## config.mk

```make
export PLATFORM = sky130hd
export DESIGN_NAME = fir_lp_mac
export DESIGN_NICKNAME = d
export VERILOG_FILES = /design/src/fir_lp_pkg.sv /design/src/fir_lp_mac.sv
export SDC_FILE = /design/constraint.sdc
export NUM_CORES = 2
export LEC_CHECK = 0
export BUFFER_PORTS_ARGS = -buffer_cell sky130_fd_sc_hd__buf_2
export CORE_AREA = 10 10 610 372
export CTS_CLUSTER_SIZE = 8
export DETAILED_ROUTE_END_ITERATION = 7
export DIE_AREA = 0 0 620 382
export GPL_TIMING_DRIVEN = 0
export PLACE_DENSITY = 0.64
export REMOVE_ABC_BUFFERS = 1
export SYNTH_ARGS = -nofsm -noshare
export SYNTH_HDL_FRONTEND = slang
export SYNTH_SLANG_ARGS = --single-unit
```

## constraint.sdc

```tcl
create_clock -name clk -period 20.3 [get_ports clk]
set_input_delay 1.015 -clock clk [delete_from_list [all_inputs] [get_ports clk]]
set_output_delay 1.015 -clock clk [all_outputs]
set_load 0.03 [all_outputs]
```

## src/fir_lp_pkg.sv

```systemverilog
`timescale 1ns / 1ps
`default_nettype none

package fir_lp_pkg;

    // Accumulator and rounding
    localparam int ACC_W  = 40;
    localparam int FRAC_W = 15;
    localparam int Q_W    = ACC_W - FRAC_W;

    // Coefficient set, Q0.15
    localparam int COEF_W     = 16;
    localparam int COEF_COUNT = 32;
    localparam int COEF_IDX_W = $clog2(COEF_COUNT);

    typedef logic signed [COEF_W-1:0] coef_t;
    typedef logic [ACC_W-1:0]         acc_t;

    localparam coef_t COEF_TBL [COEF_COUNT] = '{
        -16'sd293,  -16'sd581,  -16'sd818,  -16'sd959,
        -16'sd967,  -16'sd814,  -16'sd490,   16'sd0,
         16'sd630,   16'sd1358,  16'sd2130,  16'sd2882,
         16'sd3551,  16'sd4077,  16'sd4413,  16'sd4529,
         16'sd4413,  16'sd4077,  16'sd3551,  16'sd2882,
         16'sd2130,  16'sd1358,  16'sd630,   16'sd0,
        -16'sd490,  -16'sd814,  -16'sd967,  -16'sd959,
        -16'sd818,  -16'sd581,  -16'sd293,   16'sd0
    };

    // Taps beyond the table carry a zero coefficient
    function automatic coef_t coef_at(input int k);
        coef_t c;
        c = '0;
        if (k < COEF_COUNT)
        begin
            c = COEF_TBL[COEF_IDX_W'(k)];
        end
        return c;
    endfunction

endpackage

`default_nettype wire

```

## src/fir_lp_mac.sv

```systemverilog
`timescale 1ns / 1ps
`default_nettype none

// Tap products and a registered binary adder tree, one level per stage.
module fir_lp_mac #(
    parameter int TAPS         = 32,
    parameter int SAMPLE_WIDTH = 16
) (
    input  wire logic                               clk,
    input  wire logic                               rst_n,
    input  wire logic                               up_valid,
    output logic                                    up_ready,
    input  wire logic [TAPS-1:0][SAMPLE_WIDTH-1:0]  up_taps,
    output logic                                    dn_valid,
    input  wire logic                               dn_ready,
    output fir_lp_pkg::acc_t                        dn_sum
);

    localparam int LEVELS = $clog2(TAPS);
    localparam int LEAVES = 1 << LEVELS;
    localparam int NS     = LEVELS + 1;     // product stage plus tree levels
    localparam int PW     = SAMPLE_WIDTH + fir_lp_pkg::COEF_W;

    // stage LEVELS holds the products, stage d holds tree depth d (0 = root)
    logic [NS-1:0]            vld_reg;
    logic [NS-1:0]            vld_next;
    logic [NS-1:0]            rdy;
    logic [NS-1:0]            src_vld;

    fir_lp_pkg::acc_t prod_reg  [TAPS];
    fir_lp_pkg::acc_t prod_next [TAPS];
    fir_lp_pkg::acc_t leaf      [LEAVES];
    fir_lp_pkg::acc_t sum_reg   [1:LEAVES-1];
    fir_lp_pkg::acc_t sum_next  [1:LEAVES-1];
    logic             node_ld   [1:LEAVES-1];

    // Ready ripples back through empty stages
    always_comb
    begin
        rdy[0] = !vld_reg[0] || dn_ready;
        for (int s = 1; s < NS; s++)
        begin
            rdy[s] = !vld_reg[s] || rdy[s-1];
        end
    end

    always_comb
    begin
        src_vld[NS-1] = up_valid;
        for (int s = 0; s < NS - 1; s++)
        begin
            src_vld[s] = vld_reg[s+1];
        end
        for (int s = 0; s < NS; s++)
        begin
            vld_next[s] = rdy[s] ? src_vld[s] : vld_reg[s];
        end
    end

    assign up_ready = rdy[NS-1];
    assign dn_valid = vld_reg[0];
    assign dn_sum   = sum_reg[1];

    // Products, sign-extended to the accumulator width
    for (genvar k = 0; k < TAPS; k++)
    begin : g_prod
        logic signed [PW-1:0] pm;
        assign pm           = $signed(up_taps[k]) * fir_lp_pkg::coef_at(k);
        assign prod_next[k] = fir_lp_pkg::ACC_W'(pm);
    end

    for (genvar j = 0; j < LEAVES; j++)
    begin : g_leaf
        if (j < TAPS)
        begin : g_real
            assign leaf[j] = prod_reg[j];
        end
        else
        begin : g_pad
            assign leaf[j] = '0;
        end
    end

    // Heap-ordered tree: node i sums nodes 2i and 2i+1
    for (genvar i = 1; i < LEAVES; i++)
    begin : g_node
        localparam int D = $clog2(i + 1) - 1;
        assign node_ld[i] = rdy[D] && vld_reg[D+1];
        if (2 * i >= LEAVES)
        begin : g_bottom
            assign sum_next[i] = leaf[2*i-LEAVES] + leaf[2*i+1-LEAVES];
        end
        else
        begin : g_inner
            assign sum_next[i] = sum_reg[2*i] + sum_reg[2*i+1];
        end
    end

    always_ff @(posedge clk or negedge rst_n)
    begin
        if (!rst_n)
        begin
            vld_reg <= '0;
        end
        else
        begin
            vld_reg <= vld_next;
        end
    end

    always_ff @(posedge clk)
    begin
        if (rdy[NS-1] && up_valid)
        begin
            for (int k = 0; k < TAPS; k++)
            begin
                prod_reg[k] <= prod_next[k];
            end
        end
        for (int i = 1; i < LEAVES; i++)
        begin
            if (node_ld[i])
            begin
                sum_reg[i] <= sum_next[i];
            end
        end
    end

    a_stall_full: assert property (@(posedge clk) disable iff (!rst_n)
        !up_ready |-> (&vld_reg) && !dn_ready)
        else $error("tree refused a transaction while a stage was empty");

    a_hold_root: assert property (@(posedge clk) disable iff (!rst_n)
        (vld_reg[0] && !dn_ready) |=> vld_reg[0] && $stable(dn_sum))
        else $error("root sum changed while stalled");

endmodule

`default_nettype wire

```

==> out/results.ini <==
[outcome]
status=completed

[synth]
yosys_warnings=0
synthDistinctLibCells=92
synthMuxAreaShare=0.00365
synth_top_family_by_area=adder cells
syn_inst=10100
synth_compound_area_frac=0.121
syn-cell-area_sq_um=107000
synthSimpleGateAreaFrac=0.0668
syn_avg_cell_area_sq_um=10.6
synthArstFlopShare=0.00577
synth_seq_cells=1039
synth_xor_area_frac=0.0645
synth_edf_count=1033
synth_ff_type=edfxtp_1
synth-adder-area-share=0.382
ys_seq_area_frac=0.290

[floorplanning]
ios=558
die_x_um=620
core_sq_um=215000
initial_core_util=0.499
die_area_sq_um=237000
die_y_um=382
rows=132

[clock_network]
cts_root_buf=clkbuf_16
cts.sinks=1039
cts_buffers=157
cts_setup_buffers=0
htreeDepth=4
cts_tree=built
path_clk_slew_ns=0.05
cts_hold_buf=1
cts.path.max_buffers=4
clock_latency_ns=0.79
cts-resized-gates=0

[grt]
grt_usage=0.214
grt_pass1_vias=73300
grt_overflow=0
grt_first_pass_wirelength_um=406000
antenna_found_initial=45
grt_start_max_net_pins=74

[route]
antenna_left=0
via_per_inst=5.45
post-route-drc-count=0
vias=72900
drtIter0Drc=5174
routedWlPerCell_um=19.2
drt_wl_total_um=256000
drt_first_pass_iters=6

[critical_path]
end_kind=flip-flop
cp_top_family=adder cells
crit_arrival_ns=6.75
slowest_stage=xnor2_1
required_ns=20.76
start_kind=input pin
cp_cell_sequence=buf_2 -> ha_1 -> inv_1 -> fa_1 -> fa_1 -> inv_1 -> fa_1 -> inv_1 -> fa_1 -> inv_1 -> ha_1 -> or2_2 -> nor2_1 -> o21ai_0 -> or3b_2 -> a31oi_1 -> o311ai_0 -> a21boi_0 -> o211ai_1 -> a21boi_0 -> xnor2_1
crit_path_max_incr_delay_ns=0.61
cp.buffers_inverters=5
r2r_slack_ns=15.98
crit_type=input pin to flip-flop
crit_path_max_fanout=6

[placed_design]
place_worst_setup_slack_ns=13.38
dp_cells=13200
place_area_sq_um=112000
gp_congestion=0.922
hpwlAfterDp_um=214000
port-buffer-count=285

[timing]
fin_setup_tns_ns=0
slew_viol_final=0
hold_viol_final=0
slew-limit-headroom=0.229
fmax_ghz=0.159
finClkSkew_ns=0.0768
rsz0062_at_grt=no
setup_viol=0
tightest_slew_ns=1.15
fin_ws_ns=14.01
fin_crit_sh=0.310
period_minus_slack_ns=6.29

[hold_path]
hp-class=flip-flop to flip-flop

[finish]
design_area_sq_um=117000
layout.nets=13700
final_cells=13400
drive_gt1_frac=0.0560
fill_cells=18600
largest_reg_flops=622
final_common_cell=inv_1
syn2layout_area_growth_pct=8.58
final_cell_mix=inv_1 (1,900), ha_1 (1,825), edfxtp_1 (1,033), fa_1 (908), a21oi_1 (594)

[run]
drv_cap=0

## cell usage after synthesis (all sizes together), types with 12 or more instances
| cell type | number | area share |
|---|---|---|
| inv | 1900 | 0.066 |
| mux2i | 20 | 0.0019 |
| o41ai | 12 | 0.0013 |
| or2 | 38 | 0.0022 |
| a21boi | 25 | 0.0018 |
| and4 | 16 | 0.0013 |
| a211oi | 68 | 0.0048 |
| nor3 | 124 | 0.0058 |
| mux2 | 17 | 0.0018 |
| a41oi | 28 | 0.0023 |
| nor2 | 427 | 0.015 |
| fa | 908 | 0.17 |
| clkbuf | 57 | 0.0020 |
| and2 | 50 | 0.0029 |
| edfxtp | 1033 | 0.29 |
| nand2b | 82 | 0.0048 |
| a221oi | 12 | 0.0012 |
| o21bai | 99 | 0.0069 |
| xnor2 | 574 | 0.047 |
| xor2 | 217 | 0.018 |
| a31oi | 90 | 0.0052 |
| and3 | 61 | 0.0036 |
| a21oi | 596 | 0.028 |
| a311oi | 13 | 0.0012 |
| or3 | 26 | 0.0015 |
| o211ai | 27 | 0.0019 |
| a31o | 29 | 0.0024 |
| nand2 | 322 | 0.011 |
| o31a | 20 | 0.0016 |
| a21o | 348 | 0.024 |
| nand3 | 132 | 0.0062 |
| buf | 45 | 0.0030 |
| o22ai | 14 | 0.00087 |
| o21ai | 360 | 0.017 |
| a211o | 19 | 0.0015 |
| nand4 | 50 | 0.0029 |
| ha | 1825 | 0.21 |
| nor2b | 104 | 0.0061 |
| o31ai | 25 | 0.0018 |
| o21a | 109 | 0.0076 |
## cell type report
class                      instances  area [sq um]  area share
timing repair buffer             304          1900      0.0163
clock inverter                     6          80.1    0.000687
clock buffer                     179          4100      0.0351
tap                             2881          3600      0.0309
inverter                        1900          7130      0.0612
antenna                           11          27.5    0.000236
multi-input combinational       7046         68600       0.588
sequential                      1039         31200       0.267
## metrics by stage
| step | utilization | hold slack (ns) |
|---|---|---|
| 2_1_floorplan | - | 0.400 |
| 3_3_place_gp | 0.519 | 0.405 |
| 3_5_place_dp | 0.522 | 0.405 |
| 4_1_cts | 0.541 | 0.369 |
| 5_1_grt | 0.541 | 0.386 |
| 6_report | 0.541 | 0.367 |
## path summary, 6_finish.rpt
| kind | from | end | cells after the start |
|---|---|---|---|
| setup / recovery | up_taps[212] | prod_reg[0][559] | 21 |
| hold / removal | sum_reg[0][110] | sum_reg[0][70] | 0 |
| setup reg to reg | prod_reg[0][81] | sum_reg[0][719] | 13 |
| hold reg to reg | sum_reg[0][110] | sum_reg[0][70] | 0 |
| max in group asynchronous | rst_n | vld_reg[4] | 2 |
| min in group asynchronous | rst_n | vld_reg[1] | 2 |
## cells by family (layout without fill, tap and decap cells)
family / after synthesis / count (layout)
AOI/OAI and AO/OA: 2006 / 2006
and+or+nand+nor: 1479 / 1479
buffers and inverters: 2002 / 2389
other: 0 / 11
DFF: 1039 / 1039
adders and majority gates: 2733 / 2733
muxes: 37 / 37
xor gates and xnor gates: 791 / 791
## routing by layer
metal / wire, um / global-route usage / up-vias
li1: - / - / 35300
met1: 132000 / 0.337 / 35300
met2: 99800 / 0.298 / 1861
met3: 19400 / 0.0506 / 306
met4: 5430 / 0.0413 / 36
met5: 220 / 0 / -
Power is left out: the tool's default activity adds up to more than one toggle a clock period on the data nets, which glitch-free logic cannot reach.
