$ cat src/fir_lp_pkg.sv
`timescale 1ns / 1ps
`default_nettype none

package fir_lp_pkg;

    // Accumulator and rounding
    localparam int ACC_W  = 40;
    localparam int FRAC_W = 15;
    localparam int Q_W    = ACC_W - FRAC_W;

    // Coefficient set, Q0.15
    localparam int COEF_W     = 16;
    localparam int COEF_COUNT = 32;
    localparam int COEF_IDX_W = $clog2(COEF_COUNT);

    typedef logic signed [COEF_W-1:0] coef_t;
    typedef logic [ACC_W-1:0]         acc_t;

    localparam coef_t COEF_TBL [COEF_COUNT] = '{
        -16'sd293,  -16'sd581,  -16'sd818,  -16'sd959,
        -16'sd967,  -16'sd814,  -16'sd490,   16'sd0,
         16'sd630,   16'sd1358,  16'sd2130,  16'sd2882,
         16'sd3551,  16'sd4077,  16'sd4413,  16'sd4529,
         16'sd4413,  16'sd4077,  16'sd3551,  16'sd2882,
         16'sd2130,  16'sd1358,  16'sd630,   16'sd0,
        -16'sd490,  -16'sd814,  -16'sd967,  -16'sd959,
        -16'sd818,  -16'sd581,  -16'sd293,   16'sd0
    };

    // Taps beyond the table carry a zero coefficient
    function automatic coef_t coef_at(input int k);
        coef_t c;
        c = '0;
        if (k < COEF_COUNT)
        begin
            c = COEF_TBL[COEF_IDX_W'(k)];
        end
        return c;
    endfunction

endpackage

`default_nettype wire

$ cat src/fir_lp_result_if.sv
`timescale 1ns / 1ps
`default_nettype none

interface fir_lp_result_if #(
    parameter int SAMPLE_WIDTH = 16
);
    logic                           valid;
    logic                           ready;
    logic signed [SAMPLE_WIDTH-1:0] filtered;
    logic                           clipped;

    modport source (output valid, output filtered, output clipped, input ready);
    modport sink   (input valid, input filtered, input clipped, output ready);
endinterface

`default_nettype wire

$ cat src/fir_lp_round.sv
`timescale 1ns / 1ps
`default_nettype none

// Round, shift down and saturate into the result register.
module fir_lp_round #(
    parameter int SAMPLE_WIDTH = 16
) (
    input  wire logic              clk,
    input  wire logic              rst_n,
    input  wire logic              up_valid,
    output logic                   up_ready,
    input  wire fir_lp_pkg::acc_t  up_sum,
    fir_lp_result_if.source        filt
);

    localparam int QW = fir_lp_pkg::Q_W;
    localparam int VW = (QW > SAMPLE_WIDTH) ? QW : SAMPLE_WIDTH;

    localparam logic signed [VW-1:0] MAX_V =
        {{(VW-SAMPLE_WIDTH+1){1'b0}}, {(SAMPLE_WIDTH-1){1'b1}}};
    localparam logic signed [VW-1:0] MIN_V = ~MAX_V;

    localparam logic [SAMPLE_WIDTH-1:0] MAX_OUT = {1'b0, {(SAMPLE_WIDTH-1){1'b1}}};
    localparam logic [SAMPLE_WIDTH-1:0] MIN_OUT = {1'b1, {(SAMPLE_WIDTH-1){1'b0}}};

    fir_lp_pkg::acc_t             rnd;
    logic signed [QW-1:0]         q;
    logic signed [VW-1:0]         q_ext;
    logic signed [VW-1:0]         sat;
    logic                         clip;

    logic [SAMPLE_WIDTH-1:0]      filt_reg;
    logic [SAMPLE_WIDTH-1:0]      filt_next;
    logic                         clip_reg;
    logic                         vld_reg;
    logic                         vld_next;
    logic                         load;

    // add half an LSB of the result, wrapping at the accumulator width
    assign rnd   = up_sum + fir_lp_pkg::ACC_W'(1 << (fir_lp_pkg::FRAC_W - 1));
    assign q     = $signed(rnd[fir_lp_pkg::ACC_W-1:fir_lp_pkg::FRAC_W]);
    assign q_ext = VW'(q);

    always_comb
    begin
        sat  = q_ext;
        clip = 1'b0;
        if (q_ext > MAX_V)
        begin
            sat  = MAX_V;
            clip = 1'b1;
        end
        else if (q_ext < MIN_V)
        begin
            sat  = MIN_V;
            clip = 1'b1;
        end
        filt_next = sat[SAMPLE_WIDTH-1:0];
    end

    assign up_ready = !vld_reg || filt.ready;
    assign load     = up_valid && up_ready;

    assign filt.valid    = vld_reg;
    assign filt.filtered = filt_reg;
    assign filt.clipped  = clip_reg;

    always_comb
    begin
        vld_next = vld_reg;
        if (up_ready)
        begin
            vld_next = up_valid;
        end
    end

    always_ff @(posedge clk or negedge rst_n)
    begin
        if (!rst_n)
        begin
            vld_reg <= 1'b0;
        end
        else
        begin
            vld_reg <= vld_next;
        end
    end

    always_ff @(posedge clk)
    begin
        if (load)
        begin
            filt_reg <= filt_next;
            clip_reg <= clip;
        end
    end

    a_clip_bound: assert property (@(posedge clk) disable iff (!rst_n)
        (vld_reg && clip_reg) |-> (filt_reg == MAX_OUT) || (filt_reg == MIN_OUT))
        else $error("clipped result is not at a rail");

endmodule

`default_nettype wire
$ cat src/flat_wrapper.sv
// flat-port wrapper written by rule: the top's interface ports become plain ports
module fir_lp_round_flat 
#(
    parameter int SAMPLE_WIDTH = 16
)
  (clk, rst_n, up_valid, up_ready, up_sum, filt_valid, filt_filtered, filt_clipped, filt_ready);
  fir_lp_result_if #(.SAMPLE_WIDTH(SAMPLE_WIDTH)) filt_i ();
  input  wire logic clk;
  input  wire logic rst_n;
  input  wire logic up_valid;
  output logic up_ready;
  input  wire fir_lp_pkg::acc_t up_sum;
  output wire logic [$bits(filt_i.valid)-1:0] filt_valid;
  output wire logic [$bits(filt_i.filtered)-1:0] filt_filtered;
  output wire logic [$bits(filt_i.clipped)-1:0] filt_clipped;
  input wire logic [$bits(filt_i.ready)-1:0] filt_ready;
  assign filt_valid = filt_i.valid;
  assign filt_filtered = filt_i.filtered;
  assign filt_clipped = filt_i.clipped;
  assign filt_i.ready = filt_ready;
  fir_lp_round #(.SAMPLE_WIDTH(SAMPLE_WIDTH)) u_core (.clk(clk), .rst_n(rst_n), .up_valid(up_valid), .up_ready(up_ready), .up_sum(up_sum), .filt(filt_i));
endmodule
$ cat config.mk
export PLATFORM = sky130hd
export DESIGN_NAME = fir_lp_round_flat
export DESIGN_NICKNAME = d
export VERILOG_FILES = /design/src/fir_lp_pkg.sv /design/src/fir_lp_result_if.sv /design/src/fir_lp_round.sv /design/src/flat_wrapper.sv
export SDC_FILE = /design/constraint.sdc
export NUM_CORES = 1
export LEC_CHECK = 0
export ABC_CLOCK_PERIOD_IN_PS = 2850
export BUFFER_PORTS_ARGS = -buffer_cell sky130_fd_sc_hd__buf_2
export CAP_MARGIN = 0
export CORE_MARGIN = 8
export CORE_UTILIZATION = 40
export CTS_CLUSTER_DIAMETER = 30
export DETAILED_ROUTE_END_ITERATION = 7
export GPL_ROUTABILITY_DRIVEN = 0
export PLACE_DENSITY = 0.71
export SYNTH_ARGS = -nofsm -noshare
export SYNTH_HDL_FRONTEND = slang
export SYNTH_SLANG_ARGS = --single-unit
$ cat constraint.sdc
create_clock -name clk -period 2.85 [get_ports clk]
set_clock_uncertainty 0.1 [all_clocks]
set_input_delay 0.1425 -clock clk [delete_from_list [all_inputs] [get_ports clk]]
set_output_delay 0.1425 -clock clk [all_outputs]
set_load 0.02 [all_outputs]
==> impl_metrics.env <==
export IMPL_drc=0
export IMPL_cts_max_level=1
export IMPL_period_needed_ns=2.24
export IMPL_seq_area_frac_synth_pct=41.8
export IMPL_top_layer_used="met4"
export IMPL_hold_path_class="input port to flip-flop"
export IMPL_yosys_warnings=0
export IMPL_fin_tns_setup_ns=0
export IMPL_final_max_slew_violation_count=0
export IMPL_seqPwrFrac_pct=52.2
export IMPL_cts_tree="done"
export IMPL_synthTopCellsByArea="edfxtp_1, xor2_1, nand2_1"
export IMPL_die_area_um2=5270
export IMPL_worst_setup_path_type="input port to flip-flop"
export IMPL_p_clk_share_pct=24.4
export IMPL_grt_pass1_wl_um=4750
export IMPL_synth_top_cell_by_area="edfxtp_1"
export IMPL_area_growth_pct=27.6
export IMPL_synth_fp_nets=177
export IMPL_cts_root_buf="clkbuf_4"
export IMPL_finalSetupViolCount=0
export IMPL_p_sw_share_pct=26.4
export IMPL_ant_nets=0
export IMPL_diodes=0
export IMPL_core_area_um2=3050
export IMPL_grt_pass1_vias=1169
export IMPL_drtIter0Drc=51
export IMPL_dp_hpwl_um=2530
export IMPL_initial_utilization_pct=42.0
export IMPL_cts_sinks=18
export IMPL_drt_wl_total_um=2930
export IMPL_ctsHoldBuffers=2
export IMPL_finalInstanceArea_um2=1640
export IMPL_hold_slack_ns=0.0538
export IMPL_post_route_cells_drive_above_1_share_pct=35.5
export IMPL_track_usage_pct=10.9
export IMPL_power_density_nw_per_um2=364
export IMPL_ios=63
export IMPL_cts_buffer_depth=2
export IMPL_drt_met1_wl_um=1320
export IMPL_place_area_um2=1580
export IMPL_cp_end_kind="flip-flop"
export IMPL_clk_pin_slew_ns=0.09
export IMPL_synthCells=132
export IMPL_fp_dieH_um=72.6
export IMPL_rows=20
export IMPL_cp_slowest_cell="mux2_2"
export IMPL_synth_seq_cells=18
export IMPL_synth_top_cell_area_share_pct=39.8
export IMPL_status="finished clean"
export IMPL_wl_per_cell_um=12.8
export IMPL_antenna_found_initial=0
export IMPL_critPathMaxStageDelay_ns=0.35
export IMPL_grt_overflow_total=0
export IMPL_p_leak_nw=0.642
export IMPL_finalPower_w=0.000595
export IMPL_portBuffers=48
export IMPL_clk_latency_ns=0.28
export IMPL_p_sw_w=0.000157
export IMPL_crit_family="simple AND/OR/NAND/NOR gates"
export IMPL_rsz0062_at_grt="no"
export IMPL_final_nets=232
export IMPL_num_vias=1183
export IMPL_avgSynthCellArea_um2=9.72
export IMPL_ctsResizeCount=0
export IMPL_peakVddDrop_uv=128
export IMPL_min_period_over_period_pct=78.5
export IMPL_cts_buffers=3
export IMPL_die_x_um=72.6
export IMPL_viasPerCell=5.14
export IMPL_intPower_w=0.000438
export IMPL_final_cell_count_no_fill=230
export IMPL_worstPathArrival_ns=2.16
export IMPL_fmax_ghz=0.447
export IMPL_drtPass1Iterations=4
export IMPL_grt_max_degree=18
export IMPL_synth_area_um2=1280
export IMPL_routed_wl_met3_um=165
export IMPL_start_kind="input port"
export IMPL_dr_wl_met2_um=1380
export IMPL_slew_headroom_pct=53.5
export IMPL_hold_viol=0
export IMPL_synth_cell_types=35
export IMPL_share_comb_of_total_power_pct=23.4
export IMPL_crit_buf_inv=2
export IMPL_critPathMaxFanout=15
export IMPL_cp_cell_sequence="buf_2, nand3_4, nor4_4, and4_1, mux2_2, o21a_1, o31ai_4, buf_4, o21ai_0"
export IMPL_maxCapViolCount=0
export IMPL_max_slew_worst_pin_slew_ns=0.697
export IMPL_cts_setup_buffers=0
export IMPL_dp_cells=224
export IMPL_cp_required_ns=2.78
-- worst paths after layout --
kind | from | slack, ns | depth (start not counted) | endpoint
setup / recovery | up_sum[16] | 0.61 | 9 | u_core.filt.filtered[4]
hold / removal | filt_ready | 0.05 | 3 | u_core.filt.valid
setup reg to reg | u_core.filt.valid | 1.32 | 2 | u_core.filt.filtered[14]
hold reg to reg | u_core.filt.valid | 0.43 | 2 | u_core.filt.valid
max in group asynchronous | rst_n | 2.51 | 2 | u_core.filt.valid
min in group asynchronous | rst_n | 0.06 | 2 | u_core.filt.valid
-- power groups by stage --
stage          registers (W)  clock network [W]   logic, W
2_1_floorplan       0.000336                  0  0.0000579
3_5_place_dp        0.000317                  0   0.000138
4_1_cts             0.000311           0.000151   0.000140
6_report            0.000310           0.000145   0.000139
5_1_grt             0.000312           0.000161   0.000152
3_3_place_gp        0.000316                  0   0.000134
-- metal layers --
layer,vias to the layer above,track usage (%)
li1,591,-
met1,525,12.9
met5,-,0
met2,57,18.2
met4,0,6.44
met3,10,1.51
-- registers in the layout, summed over array words and instances, names as in the netlist --
name	cells
u_core.filt.filtered	16
u_core.filt.clipped	1
u_core.filt.valid	1
-- cell type report --
type / count / area (µm²)
Inverter: 1 / 3.75
Clock buffer: 4 / 36.3
Tap cell: 44 / 55.1
Multi-Input combinational cell: 109 / 716
Sequential cell: 18 / 536
Timing Repair Buffer: 54 / 290
Fill cell: 296 / 1420
-- cells in the mapped netlist --
library cell,instances
nand2_1,25
or3_1,1
nor4_1,2
edfxtp_1,17
dfrtp_1,1
nor3_1,2
nand3_4,1
and2_1,1
xnor2_1,8
mux2_2,1
xor2_1,11
mux2i_1,2
buf_4,1
o21ai_0,5
nand3_1,4
o21ai_1,10
o21a_1,1
or2_2,1
buf_6,1
a31oi_1,1
inv_1,1
nor4_4,2
and3_1,3
nor3_2,2
nor2_1,9
a21oi_1,1
o31ai_4,1
buf_2,1
nand4_2,1
and4_1,1
nor4_2,1
nand4_1,8
clkbuf_1,1
ha_1,1
nand2b_1,3
-- placed cells by master, fill, tap and decap left out, types with 2 or more instances in the layout --
cell type      netlist  layout
nor2_1               9       9
and3_1               3       3
nand4_1              8       8
nand2b_1             3       3
nor3_2               2       2
nor4_4               2       2
dlygate4sd3_1        0       2
nand3_1              4       4
o21ai_1             10      10
nor3_1               2       2
xor2_1              11      11
buf_2                1      48
edfxtp_1            17      17
buf_4                1       4
nand2_1             25      25
o21ai_0              5       5
mux2i_1              2       2
xnor2_1              8       8
nor4_1               2       2
clkbuf_4             0       3
-- stage by stage --
| step | setup slack (ns) | utilization (%) |
|---|---|---|
| 6_report | 0.613 | 53.6 |
| 5_1_grt | 0.491 | 53.6 |
| 4_1_cts | 0.619 | 53.6 |
| 3_5_place_dp | 0.317 | 51.8 |
| 3_3_place_gp | 0.349 | 51.8 |
| 2_1_floorplan | 0.658 | - |
-- cells by family (layout without fill, tap and decap cells) --
| logic type | Yosys count | in the layout | share of synthesized area, % |
|---|---|---|---|
| compound gates | 19 | 19 | 8.98 |
| xor+xnor | 19 | 19 | 13.0 |
| fa+ha+maj | 1 | 1 | 0.975 |
| buf+inv | 5 | 59 | 2.44 |
| flops | 18 | 18 | 41.8 |
| mux | 3 | 3 | 2.44 |
| simple gates | 67 | 67 | 30.4 |
-- tightest hold or removal path, delay by kind of cell --
kind	cells	cell delay, ns
buf+inv	1	0.07
simple gates	2	0.18
(Power assumes the default switching activity.)
