==> config.mk <==
export PLATFORM = sky130hd
export DESIGN_NAME = fir_lp_window
export DESIGN_NICKNAME = d
export VERILOG_FILES = /design/src/fir_lp_window.sv
export SDC_FILE = /design/constraint.sdc
export NUM_CORES = 1
export LEC_CHECK = 0
export BUFFER_PORTS_ARGS = -buffer_cell sky130_fd_sc_hd__buf_4
export CORE_AREA = 2 2 210 212
export DETAILED_ROUTE_END_ITERATION = 12
export DIE_AREA = 0 0 212 214
export GPL_TIMING_DRIVEN = 0
export PLACE_DENSITY = 0.75
export SETUP_SLACK_MARGIN = 0.1
export SLEW_MARGIN = 20
export SYNTH_ARGS = -nofsm -noshare
export SYNTH_HDL_FRONTEND = slang
export SYNTH_SLANG_ARGS = --single-unit
==> constraint.sdc <==
create_clock -name clk -period 2.34 [get_ports clk]
set_input_delay 0.117 -clock clk [delete_from_list [all_inputs] [get_ports clk]]
set_output_delay 0.117 -clock clk [all_outputs]
set_load 0.05 [all_outputs]
==> src/fir_lp_window.sv <==
`timescale 1ns / 1ps
`default_nettype none

// Delay line: holds the newest sample and the TAPS-1 before it.
module fir_lp_window #(
    parameter int TAPS         = 32,
    parameter int SAMPLE_WIDTH = 16
) (
    input  wire logic                               clk,
    input  wire logic                               rst_n,
    input  wire logic                               up_valid,
    output logic                                    up_ready,
    input  wire logic [SAMPLE_WIDTH-1:0]            up_sample,
    output logic                                    dn_valid,
    input  wire logic                               dn_ready,
    output logic [TAPS-1:0][SAMPLE_WIDTH-1:0]       dn_taps
);

    logic [TAPS-1:0][SAMPLE_WIDTH-1:0] win_reg;
    logic [TAPS-1:0][SAMPLE_WIDTH-1:0] win_next;
    logic                              vld_reg;
    logic                              vld_next;
    logic                              accept;

    assign up_ready = !vld_reg || dn_ready;
    assign accept   = up_valid && up_ready;
    assign dn_valid = vld_reg;
    assign dn_taps  = win_reg;

    always_comb
    begin
        win_next = win_reg;
        vld_next = vld_reg;
        if (up_ready)
        begin
            vld_next = up_valid;
        end
        if (accept)
        begin
            // shift in the new sample, drop the oldest
            win_next = {win_reg[TAPS-2:0], up_sample};
        end
    end

    always_ff @(posedge clk or negedge rst_n)
    begin
        if (!rst_n)
        begin
            win_reg <= '0;
            vld_reg <= 1'b0;
        end
        else
        begin
            win_reg <= win_next;
            vld_reg <= vld_next;
        end
    end

    a_shift: assert property (@(posedge clk) disable iff (!rst_n)
        accept |=> (win_reg[1] == $past(win_reg[0])) && (win_reg[0] == $past(up_sample)))
        else $error("delay line did not advance by one sample");

endmodule

`default_nettype wire

==> impl_metrics.ini, run 1 <==
[power_and_ir_drop]
p_leak_nw = 14.4
peakVddDrop_v = 0.00146
power.density_mw_per_mm2 = 1530

[global_route]
grt_first_pass_wirelength_um = 79500
antenna_found_initial = 0
grtUsageTotal = 0.230
grt_pass1_vias = 12500
grt_max_degree = 101
gr-total-overflow = 0

[critical_path]
cp.arrival_ns = 2.57
crit_top_cell = buf_16
path_cells = dlygate4sd3_1, buf_8, buf_16, buf_16, buf_16
endpoint_kind = asynchronous set/reset pin
cp-start-kind = input pin
slowest_stage = dlygate4sd3_1
critical_path_peak_fanout = 99
reg2regPathDepth = 5
path_class = in -> async
critPathRequiredTime_ns = 3.06
crit_path_max_incr_delay_ns = 0.56

[clock_network]
root_buffer = clkbuf_16
clkTransAtPathRegs_ns = 0.06
htreeDepth = 2
cts_num_sinks = 513
clock_latency_ns = 0.59
cts_made_buffers = 54
post_cts.repair.setup_buffers = 0
clock_path_buffers = 3
cts_tree = yes

[logic_synthesis]
netlist_area_mm2 = 0.0204
synth.cells.most_frequent = dfrtp_1 (513), mux2_4 (280), mux2_1 (200), buf_6 (33), mux2_2 (32)
synth_edf_count = 0
synth_fp_nets = 1104
ys_ff_latch = 513
ys.flop_type = dfrtp_1
synthesis.instances = 1084
ys_seq_area_frac = 0.630
synth_top_cell_area_share = 0.630
yosysUniqueCellTypes = 10
yosysMostFrequentCell = dfrtp_1
avgSynthCellArea_um2 = 18.8
yosys.area.top_type = dfrtp_1
synth.area.top_cells = dfrtp_1 (63%), mux2_4 (21%), mux2_1 (11%), buf_6 (1.8%), mux2_2 (1.8%)
async_flop_share = 1.00
yosysWarnings = 0

[sta]
fin_hold_ws_ns = 0.0902
rsz0062_at_grt = no
drv_slew = 0
worst_slew_pin_slew_ns = 0.576
fmaxAchievable_ghz = 0.541
setup-violations-final = 0
setup_tns_ns = 0
fin_crit_ns = 1.85
layout_worst_path_cycle_share = 0.790
slew_headroom = 0.616
hold_viol = 0
skew_ns = 0.0106

[drt]
wl_um = 52300
ant_nets = 0
wl_per_cell_um = 22.6
first_iter_violations = 507
drc_errors = 0
via_per_inst = 4.99
dr.pass1.iters = 4
vias = 11600

[floorplan]
core_area_mm2 = 0.0429
die_h_um = 214
io-pin-count = 534
die_area_mm2 = 0.0454
rows = 76
die_w_um = 212
initial_utilization = 0.475

[status]
outcome = finished clean

[final_layout]
layout-drive-gt1-share = 0.572
antenna_cells = 0
final_util = 0.634
fillers = 2992
fin_nets = 1717
area_delta_synth_final_pct = 33.5

[place]
dp_hpwl_um = 38400
port_buffers = 533
globalplace.congestion = 0.807

[flow_run]
maxCapViolCount = 0

[hold_path]
worst_hold_path_type = in -> async
stage by stage:
stage                     cell area (um2)  power, mW  instances  setup WS [ns]
after detailed placement            25300       33.5       2207          0.401
after floorplan                     20400       26.7       1084          0.504
final                               27200       41.7       2320          0.490
after global placement              25100       33.2       2202          -4.06
after CTS                           27200       42.1       2320          0.437
after global routing                27200       43.3       2320          0.212
logic make-up (layout without fill, tap and decap cells):
family | count (synthesis) | count (layout) | share of synthesized area
buf+inv | 56 | 707 | 0.0337
mux | 512 | 512 | 0.335
simple gates | 3 | 3 | 0.00154
flops | 513 | 513 | 0.630
layer usage:
metal | share of wire | vias to the layer above | track usage
met2 | 0.49 | 406 | 0.387
met5 | 0 | - | 0
met4 | 0.022 | 0 | 0.0622
met1 | 0.39 | 6009 | 0.279
li1 | - | 5082 | -
met3 | 0.089 | 72 | 0.0836
repair_timing:
| action | CTS | global route |
|---|---|---|
| endpoints found under the hold margin | 156 | 0 |
| hold buffers | 19 | 0 |
| resized for setup | 0 | 0 |
worst max-delay path: cells and delay by family:
| family | cells | cell delay (ns) |
|---|---|---|
| buf+inv | 5 | 2.22 |
flip-flops by register name (all words and copies together) (netlist names):
name      cells
dn_taps     512
dn_valid      1
cells in the final DEF, fill, tap and decap left out, drive strengths merged:
master       Yosys  final
buf             56    594
dfrtp          513    513
mux2           512    512
clkbuf           0     81
dlygate4sd3      0     19
clkinv           0     10
nand2b           2      2
nand2            1      1
clkinvlp         0      1
bufinv           0      1
inv              0      1
final cells by class:
class	instances	area, um2	area share
clock buffer	81	1660	0.0609
multi-input combinational	515	6850	0.252
timing repair buffer	557	4340	0.159
sequential	513	12800	0.472
tap	585	732	0.0269
clock inverter	13	100	0.00368
buffer	56	687	0.0253
path summary, 6_finish.rpt:
path              slack [ns]         start           end
max                     0.49         rst_n   dn_taps[62]
min                     0.09         rst_n  dn_taps[344]
max reg2reg             0.78      dn_valid    dn_taps[8]
min reg2reg             0.51  dn_taps[355]  dn_taps[371]
max in group clk        0.78      dn_valid    dn_taps[8]
min in group clk        0.30  up_sample[5]    dn_taps[5]
power breakdown:
group	switching, mW	total, mW	internal, mW
sequential	2.65	14.3	11.6
combinational	12.8	19.0	6.27
clock	3.44	8.40	4.96
Note: power is estimated with default switching activity, not from simulation.
==> run 2: changes to the inputs <==
ABC_AREA = 1   (was default)
CORE_AREA = 2 2 206 208   (was 2 2 210 212)
DIE_AREA = 0 0 208 210   (was 0 0 212 214)
PLACE_DENSITY = 0.77   (was 0.75)
clock period = 1.9 ns   (was 2.34 ns; I/O delays follow)
==> run 2 against run 1 <==
The run now ends with negative hold slack left. Cell area decreased by 0.30%. Clock skew grew 0.00096 ns. Register-to-register slack got worse by 0.29 ns. Die area shrank 3.7%. Synthesized area is 0.39% higher. Critical path depth shrank 2. Via count grew 59%. Critical path type is now reg -> out. Largest cell class unchanged. Largest power group is now sequential cells. Highest routed layer unchanged.
==> impl_metrics.ini, run 2 <==
[logic_synthesis]
synth_fp_nets = 2243
synth-compound-area-share = 0
ys_seq_area_frac = 0.628
async_flop_share = 1.00
synth.area.top_cells = dfrtp_1 (63%), nand2_1 (19%), nand3_1 (13%), buf_6 (2.8%), buf_2 (2.7%)
synthesis.instances = 2223
yosysMostFrequentCell = nand2_1
netlist_area_mm2 = 0.0205
yosys.area.top_type = dfrtp_1
synthAdderAreaFrac = 0
synth-simple-area-share = 0.314
synth_edf_count = 0
yosysUniqueCellTypes = 10
synth.cells.most_frequent = nand2_1 (1,025), dfrtp_1 (513), nand3_1 (512), buf_2 (109), buf_6 (51)
avgSynthCellArea_um2 = 9.20
ys.flop_type = dfrtp_1
synth_top_family_by_area = simple AND/OR/NAND/NOR gates
ys_ff_latch = 513
yosys-mux-area-fraction = 0
synthXorXnorAreaFrac = 0
synth_top_cell_area_share = 0.628
yosysWarnings = 0

[drt]
drc_errors = 0
first_iter_violations = 1650
dr.pass1.iters = 6
vias = 18400
ant_nets = 0
wl_per_cell_um = 19.6
via_per_inst = 5.41
wl_um = 66700

[critical_path]
slowest_stage = dfrtp_1
crit_path_max_incr_delay_ns = 0.39
path_cells = nand2_2, buf_6, buf_4
path_class = reg -> out
cp_num_buf_inv = 2
cp.arrival_ns = 1.58
endpoint_kind = primary output
critical_path_peak_fanout = 19
critPathTopFamily = buffers and inverters
critPathRequiredTime_ns = 1.80
cp-start-kind = flop

[place]
globalplace.congestion = 0.962
dp_hpwl_um = 49700
port_buffers = 532

[clock_network]
cts_resized = 0
clock_latency_ns = 0.59
post_cts.repair.setup_buffers = 0
cts_hold_buffers = 16
root_buffer = clkbuf_16
cts_num_sinks = 513
htreeDepth = 2
cts_made_buffers = 52
clock_path_buffers = 3
cts_tree = yes
clkTransAtPathRegs_ns = 0.06

[power_and_ir_drop]
power.density_mw_per_mm2 = 1430
peakVddDrop_v = 0.00123
combPwrFrac = 0.353
clockPowerShare = 0.261
p_leak_nw = 15.8
p_sw_frac = 0.423
p_int_mw = 22.4
pwr-share-seq = 0.385
p_switching_mw = 16.4

[final_layout]
layout_commonest_cell = nand2_1
fin_nets = 2849
regArea_mm2 = 0.0128
fillers = 3329
antenna_cells = 0
largest_register_ffs = 512
multi_input_area_mm2 = 0.00643
area_delta_synth_final_pct = 32.6
layout-drive-gt1-share = 0.274
layout_common_cells = nand2_1 (1,025), buf_4 (538), dfrtp_1 (513), nand3_1 (512), buf_2 (108)

[floorplan]
rows = 75
io-pin-count = 534
die_h_um = 210
initial_utilization = 0.493
die_area_mm2 = 0.0437
core_area_mm2 = 0.0415
die_w_um = 208

[sta]
hold_viol = 94
fmaxAchievable_ghz = 0.598
worst_slew_pin_slew_ns = 0.747
setup-violations-final = 0
skew_ns = 0.0116
drv_slew = 0
slew_headroom = 0.502
fin_crit_ns = 1.67
rsz0062_at_grt = no
setup_tns_ns = 0
fin_hold_ws_ns = -0.464
layout_worst_path_cycle_share = 0.880

[status]
violations = negative hold slack
outcome = finished with violations

[global_route]
grt_max_degree = 100
antenna_found_initial = 0
grtUsageTotal = 0.301
grt_first_pass_wirelength_um = 104000
grt_pass1_vias = 18100
gr-total-overflow = 0

[flow_run]
maxCapViolCount = 0

[hold_path]
worst_hold_path_type = in -> async
-- run 2: cell count changes in the layout (fill, tap and decap cells not counted), sizes merged --
cell,delta
buf,+109
clkbuf,+4
clkinvlp,-1
nand2b,-2
nand2,+1026
clkinv,+1
nand3,+512
dlygate4sd3,-3
mux2,-512
-- run 2: cell families (layout without fill, tap and decap cells) --
| logic type | Yosys count | count (layout) |
|---|---|---|
| DFF | 513 | 513 |
| buffers and inverters | 171 | 817 |
| and+or+nand+nor | 1539 | 1539 |
-- run 2: layout make-up --
class | count | share of cell area
Multi-Input combinational cell | 1539 | 0.237
Inverter | 1 | 0.000138
Timing Repair Buffer | 553 | 0.159
Sequential cell | 513 | 0.473
Clock buffer | 82 | 0.0592
Clock inverter | 12 | 0.00328
Buffer | 169 | 0.0435
Tap cell | 539 | 0.0249
-- run 2: power groups by stage --
stage                     clock network [mW]  logic [mW]  registers (mW)
after floorplan                            0        2.35            21.2
after CTS                               10.3        13.8            14.9
after detailed placement                   0        13.7            15.0
after global placement                     0        13.5            15.0
after global routing                    10.7        14.4            15.2
final                                   10.2        13.7            15.0
-- run 2: routing by layer --
metal / vias up / global-route usage / part of all wire
met5: - / 0 / 0
met3: 201 / 0.0781 / 0.088
li1: 8342 / - / -
met4: 0 / 0.146 / 0.052
met2: 866 / 0.489 / 0.48
met1: 9040 / 0.377 / 0.38
-- run 2: worst reg2reg max path, cell delays in order, from the launching register on --
cell     delay (ns)
dfrtp_1        0.39
nand2_2        0.11
buf_6          0.24
buf_6          0.23
buf_6          0.16
nand3_1        0.13
nand2_1        0.11
-- run 2: worst paths after layout --
check	slack, ns	depth (start not counted)	end	from
hold reg to reg	0.48	2	dn_taps[508]	dn_taps[508]
setup / recovery	0.23	3	up_ready	dn_valid
min in group clk	0.07	4	dn_taps[479]	up_valid
hold / removal	-0.46	1	dn_taps[322]	rst_n
setup reg to reg	0.49	6	dn_taps[436]	dn_valid
max in group asynchronous	0.62	4	dn_taps[62]	rst_n
-- run 2: through the flow --
| step | worst slack, ns | power, mW | instance area [um2] | util | instances |
|---|---|---|---|---|---|
| floorplan | 0.436 | 23.6 | 20500 | - | 2223 |
| global placement | -4.41 | 28.5 | 25100 | 0.606 | 3294 |
| detailed placement | -0.0747 | 28.8 | 25300 | 0.609 | 3299 |
| CTS | 0.178 | 39.0 | 27100 | 0.654 | 3408 |
| global route | 0.152 | 40.3 | 27100 | 0.654 | 3408 |
| finish | 0.228 | 38.9 | 27100 | 0.654 | 3408 |
